$ cat src/sv/zod_ram.sv
`timescale 1ns / 1ps

module zod_ram #(
    parameter int WIDTH = 8,
    parameter int DEPTH = 64
) (
    input  logic                     clk,
    input  logic                     we,
    input  logic [$clog2(DEPTH)-1:0] waddr,
    input  logic [WIDTH-1:0]         wdata,
    input  logic                     re,
    input  logic [$clog2(DEPTH)-1:0] raddr,
    output logic [WIDTH-1:0]         rdata
);

    logic [WIDTH-1:0] mem [DEPTH];
    logic [WIDTH-1:0] rdata_reg;

    // one write port, one registered read port
    always_ff @(posedge clk)
    begin
        if (we)
        begin
            mem[waddr] <= wdata;
        end
        if (re)
        begin
            rdata_reg <= mem[raddr];
        end
    end

    assign rdata = rdata_reg;

endmodule

$ cat config.mk
export PLATFORM = sky130hd
export DESIGN_NAME = zod_ram
export DESIGN_NICKNAME = d
export VERILOG_FILES = /design/src/sv/zod_ram.sv
export SDC_FILE = /design/constraint.sdc
export NUM_CORES = 1
export LEC_CHECK = 0
export BUFFER_PORTS_ARGS = -buffer_cell sky130_fd_sc_hd__buf_4
export CAP_MARGIN = 10
export CORE_ASPECT_RATIO = 1.4
export CORE_UTILIZATION = 50
export CTS_CLUSTER_DIAMETER = 30
export CTS_CLUSTER_SIZE = 12
export DETAILED_ROUTE_END_ITERATION = 8
export PLACE_DENSITY_LB_ADDON = 0.1
export REMOVE_ABC_BUFFERS = 1
export SETUP_SLACK_MARGIN = 0.15
export SLEW_MARGIN = 10
export SYNTH_ARGS = -nofsm -noshare
export SYNTH_HDL_FRONTEND = slang
export SYNTH_SLANG_ARGS = --single-unit
$ cat constraint.sdc
create_clock -name clk -period 5.9 [get_ports clk]
set_clock_uncertainty 0.05 [all_clocks]
set_input_delay 0.885 -clock clk [delete_from_list [all_inputs] [get_ports clk]]
set_output_delay 0.885 -clock clk [all_outputs]
set_load 0.01 [all_outputs]
==> out/metrics.yaml <==
clock_network:
  cts_hold_buffers: 0
  clkTransAtPathRegs_ns: 0.05
  cts_setup_buffers: 0
  cts_resized: 0
  clockBufferDepth: 3
  clock_sinks: 520
  worstSkewPairLatency_ns: 0.60
  numCtsBuffers: 81
  cts_root_buf: "clkbuf_16"
  htree_num_levels: 3
  tritoncts: "yes"
die:
  boundaryPins: 31
  die_w_um: 172.1
  die_height_um: 240.1
  initial_core_util_pct: 51.13
  rows: 86
  die_area_mm2: 0.04131
  core_mm2: 0.03960
route:
  drt_first_iter_violations: 886
  vias: 9671
  drt_wl_total_um: 46180
  vias_per_cell: 6.018
  wl_per_cell_um: 28.74
  drt-pass1-iter-count: 5
  post-route-drc-count: 0
  ant_nets: 0
sta:
  fmax_mhz: 302.3
  fin_crit_sh_pct: 56.06
  rsz0062_at_grt: "no"
  maxSlewViolCount: 0
  setup_tns_ns: 0
  tightest_slew_ns: 1.043
  hold_violations: 0
  maxSlewHeadroom_pct: 30.20
  min_period_ns: 3.308
  setup-violations-final: 0
  finalWorstSetupSlack_ns: 2.592
setup_path:
  worstSetupPathType: "input port to flip-flop"
  cpMostUsedCell: "mux4_2"
  cpLargestDelayFamily: "buffers and inverters"
  max_stage_delay_ns: 0.63
  required_ns: 6.19
  startpoint_type: "input port"
  crit_buf_inv: 2
  worstPathArrival_ns: 3.59
  cp_max_fo: 68
  slowest_stage: "clkbuf_8"
  critPathCaptureType: "flip-flop"
  crit_path_cell_trace: "clkbuf_8 > buf_4 > mux4_2 > mux4_2 > o21ai_0 > nand2_1"
placement:
  port_buffers: 30
  dp_hpwl_um: 27220
  dpl-instance-area_mm2: 0.02091
  pre_cts_ws_ns: 1.915
  gp_congestion: 0.8018
global_routing:
  grt_usage_pct: 23.66
  grt_max_degree: 69
  antenna_found_initial: 0
  globalRoute.totalOverflow: 0
  grt_pass1_wl_um: 67840
  first_global_vias: 10062
power:
  powerDensity_mw_per_mm2: 391.2
  finalPower_mw: 9.264
  p_leak_nw: 7.497
  ir_worst_vdd_mv: 0.4927
min_path:
  holdCritPathClass: "input port to flip-flop"
finish:
  mostFrequentLayoutCell: "edfxtp_1"
  post-route-cell-area_mm2: 0.02368
  final_cell_mix: "edfxtp_1, mux4_2, clkbuf_16"
  post-route-util_pct: 59.80
  num-fill-cells: 2905
  largest_register_ffs: 512
  layout-drive-gt1-share_pct: 29.10
  area_delta_synth_final_pct: 16.96
  antenna_cells: 0
  nNetsFinal: 1037
logic_synthesis:
  synth_area_mm2: 0.02025
  ys_seq_area_share_pct: 77.12
  synth_edf_count: 520
  ys_warn_count: 0
  async_flop_share_pct: 0
  synth.avg_cell_area_um2: 21.54
  synth.distinct_cells: 39
  yosys_register_bits: 520
  syn_inst: 940
  synthFlopType: "edfxtp_1"
run:
  maxCapViolCount: 0
status:
  status: "completed"
## stage by stage
step	hold slack (ns)	cells
6_report	0.5588	1607
5_1_grt	0.5498	1607
4_1_cts	0.5345	1607
3_5_place_dp	0.8268	1459
3_3_place_gp	0.8276	1459
2_1_floorplan	0.7367	889
## logic make-up (layout without fill, tap and decap cells)
group | after synthesis | after routing | share of synthesized area, %
and+or+nand+nor | 153 | 153 | 3.374
buffers and inverters | 51 | 190 | 1.563
AOI/OAI and AO/OA | 54 | 54 | 2.064
muxes | 162 | 162 | 15.88
DFF | 520 | 520 | 77.12
## layer usage
metal | part of all wire [%] | GRT usage (%) | up-vias
li1 | - | - | 4108
met1 | 40 | 31.48 | 5162
met2 | 52 | 39.69 | 337
met3 | 5.6 | 4.000 | 64
met4 | 1.9 | 7.831 | 0
met5 | 0 | 0 | -
## layout make-up
class	count	area (um^2)	area share (%)
flip-flops and latches	520	15620	65.94
well taps	528	660.6	2.790
multi-input cells	369	4315	18.22
clock buffers	93	2157	9.109
clock inverters	55	610.6	2.578
repair buffers	42	321.6	1.358
## path summary, 6_finish.rpt
| kind | endpoint | startpoint | cells after the start | slack, ns |
|---|---|---|---|---|
| min | rdata[3] | re | 1 | 0.56 |
| max | rdata[7] | raddr[0] | 6 | 2.59 |
| min reg2reg | rdata[0] | mem[18][0] | 4 | 0.87 |
| max reg2reg | rdata[4] | mem[29][4] | 5 | 3.60 |
## where the power goes
| part | internal [mW] | total, mW | switching [mW] |
|---|---|---|---|
| registers | 4.10 | 4.11 | 0.0113 |
| logic | 0.139 | 0.373 | 0.234 |
| clock network | 3.08 | 4.78 | 1.69 |
| total | 7.33 | 9.26 | 1.94 |
## synthesized netlist by cell type, types with 2 or more instances
| master | number | area (um^2) |
|---|---|---|
| nor4_1 | 2 | 12.51 |
| o22ai_1 | 8 | 50.05 |
| o2bb2ai_1 | 3 | 26.28 |
| a211oi_1 | 4 | 30.03 |
| nand2_1 | 19 | 71.32 |
| o32ai_1 | 2 | 17.52 |
| nand4_1 | 2 | 12.51 |
| o2111ai_1 | 3 | 26.28 |
| o21ai_0 | 2 | 10.01 |
| mux4_2 | 126 | 2838 |
| a221oi_1 | 6 | 52.55 |
| nand3_1 | 13 | 65.06 |
| buf_4 | 13 | 97.59 |
| buf_12 | 2 | 40.04 |
| o41ai_1 | 2 | 17.52 |
| o21a_1 | 2 | 15.01 |
| o21ai_1 | 2 | 10.01 |
| a21oi_1 | 3 | 15.01 |
| clkbuf_1 | 17 | 63.81 |
| mux2_2 | 13 | 146.4 |
| nor2_1 | 83 | 311.6 |
| a2111oi_0 | 2 | 17.52 |
| buf_6 | 4 | 45.04 |
| nor2b_1 | 14 | 87.58 |
| buf_2 | 11 | 55.05 |
| a22oi_1 | 3 | 22.52 |
| edfxtp_1 | 520 | 15610 |
| o221ai_1 | 8 | 70.07 |
| nand3b_1 | 3 | 22.52 |
| buf_1 | 4 | 15.01 |
| nor3_1 | 7 | 35.03 |
| o221a_2 | 2 | 22.52 |
| mux2i_1 | 23 | 230.2 |
| nand2b_1 | 7 | 43.79 |
Power figures use the tool's default switching activity.
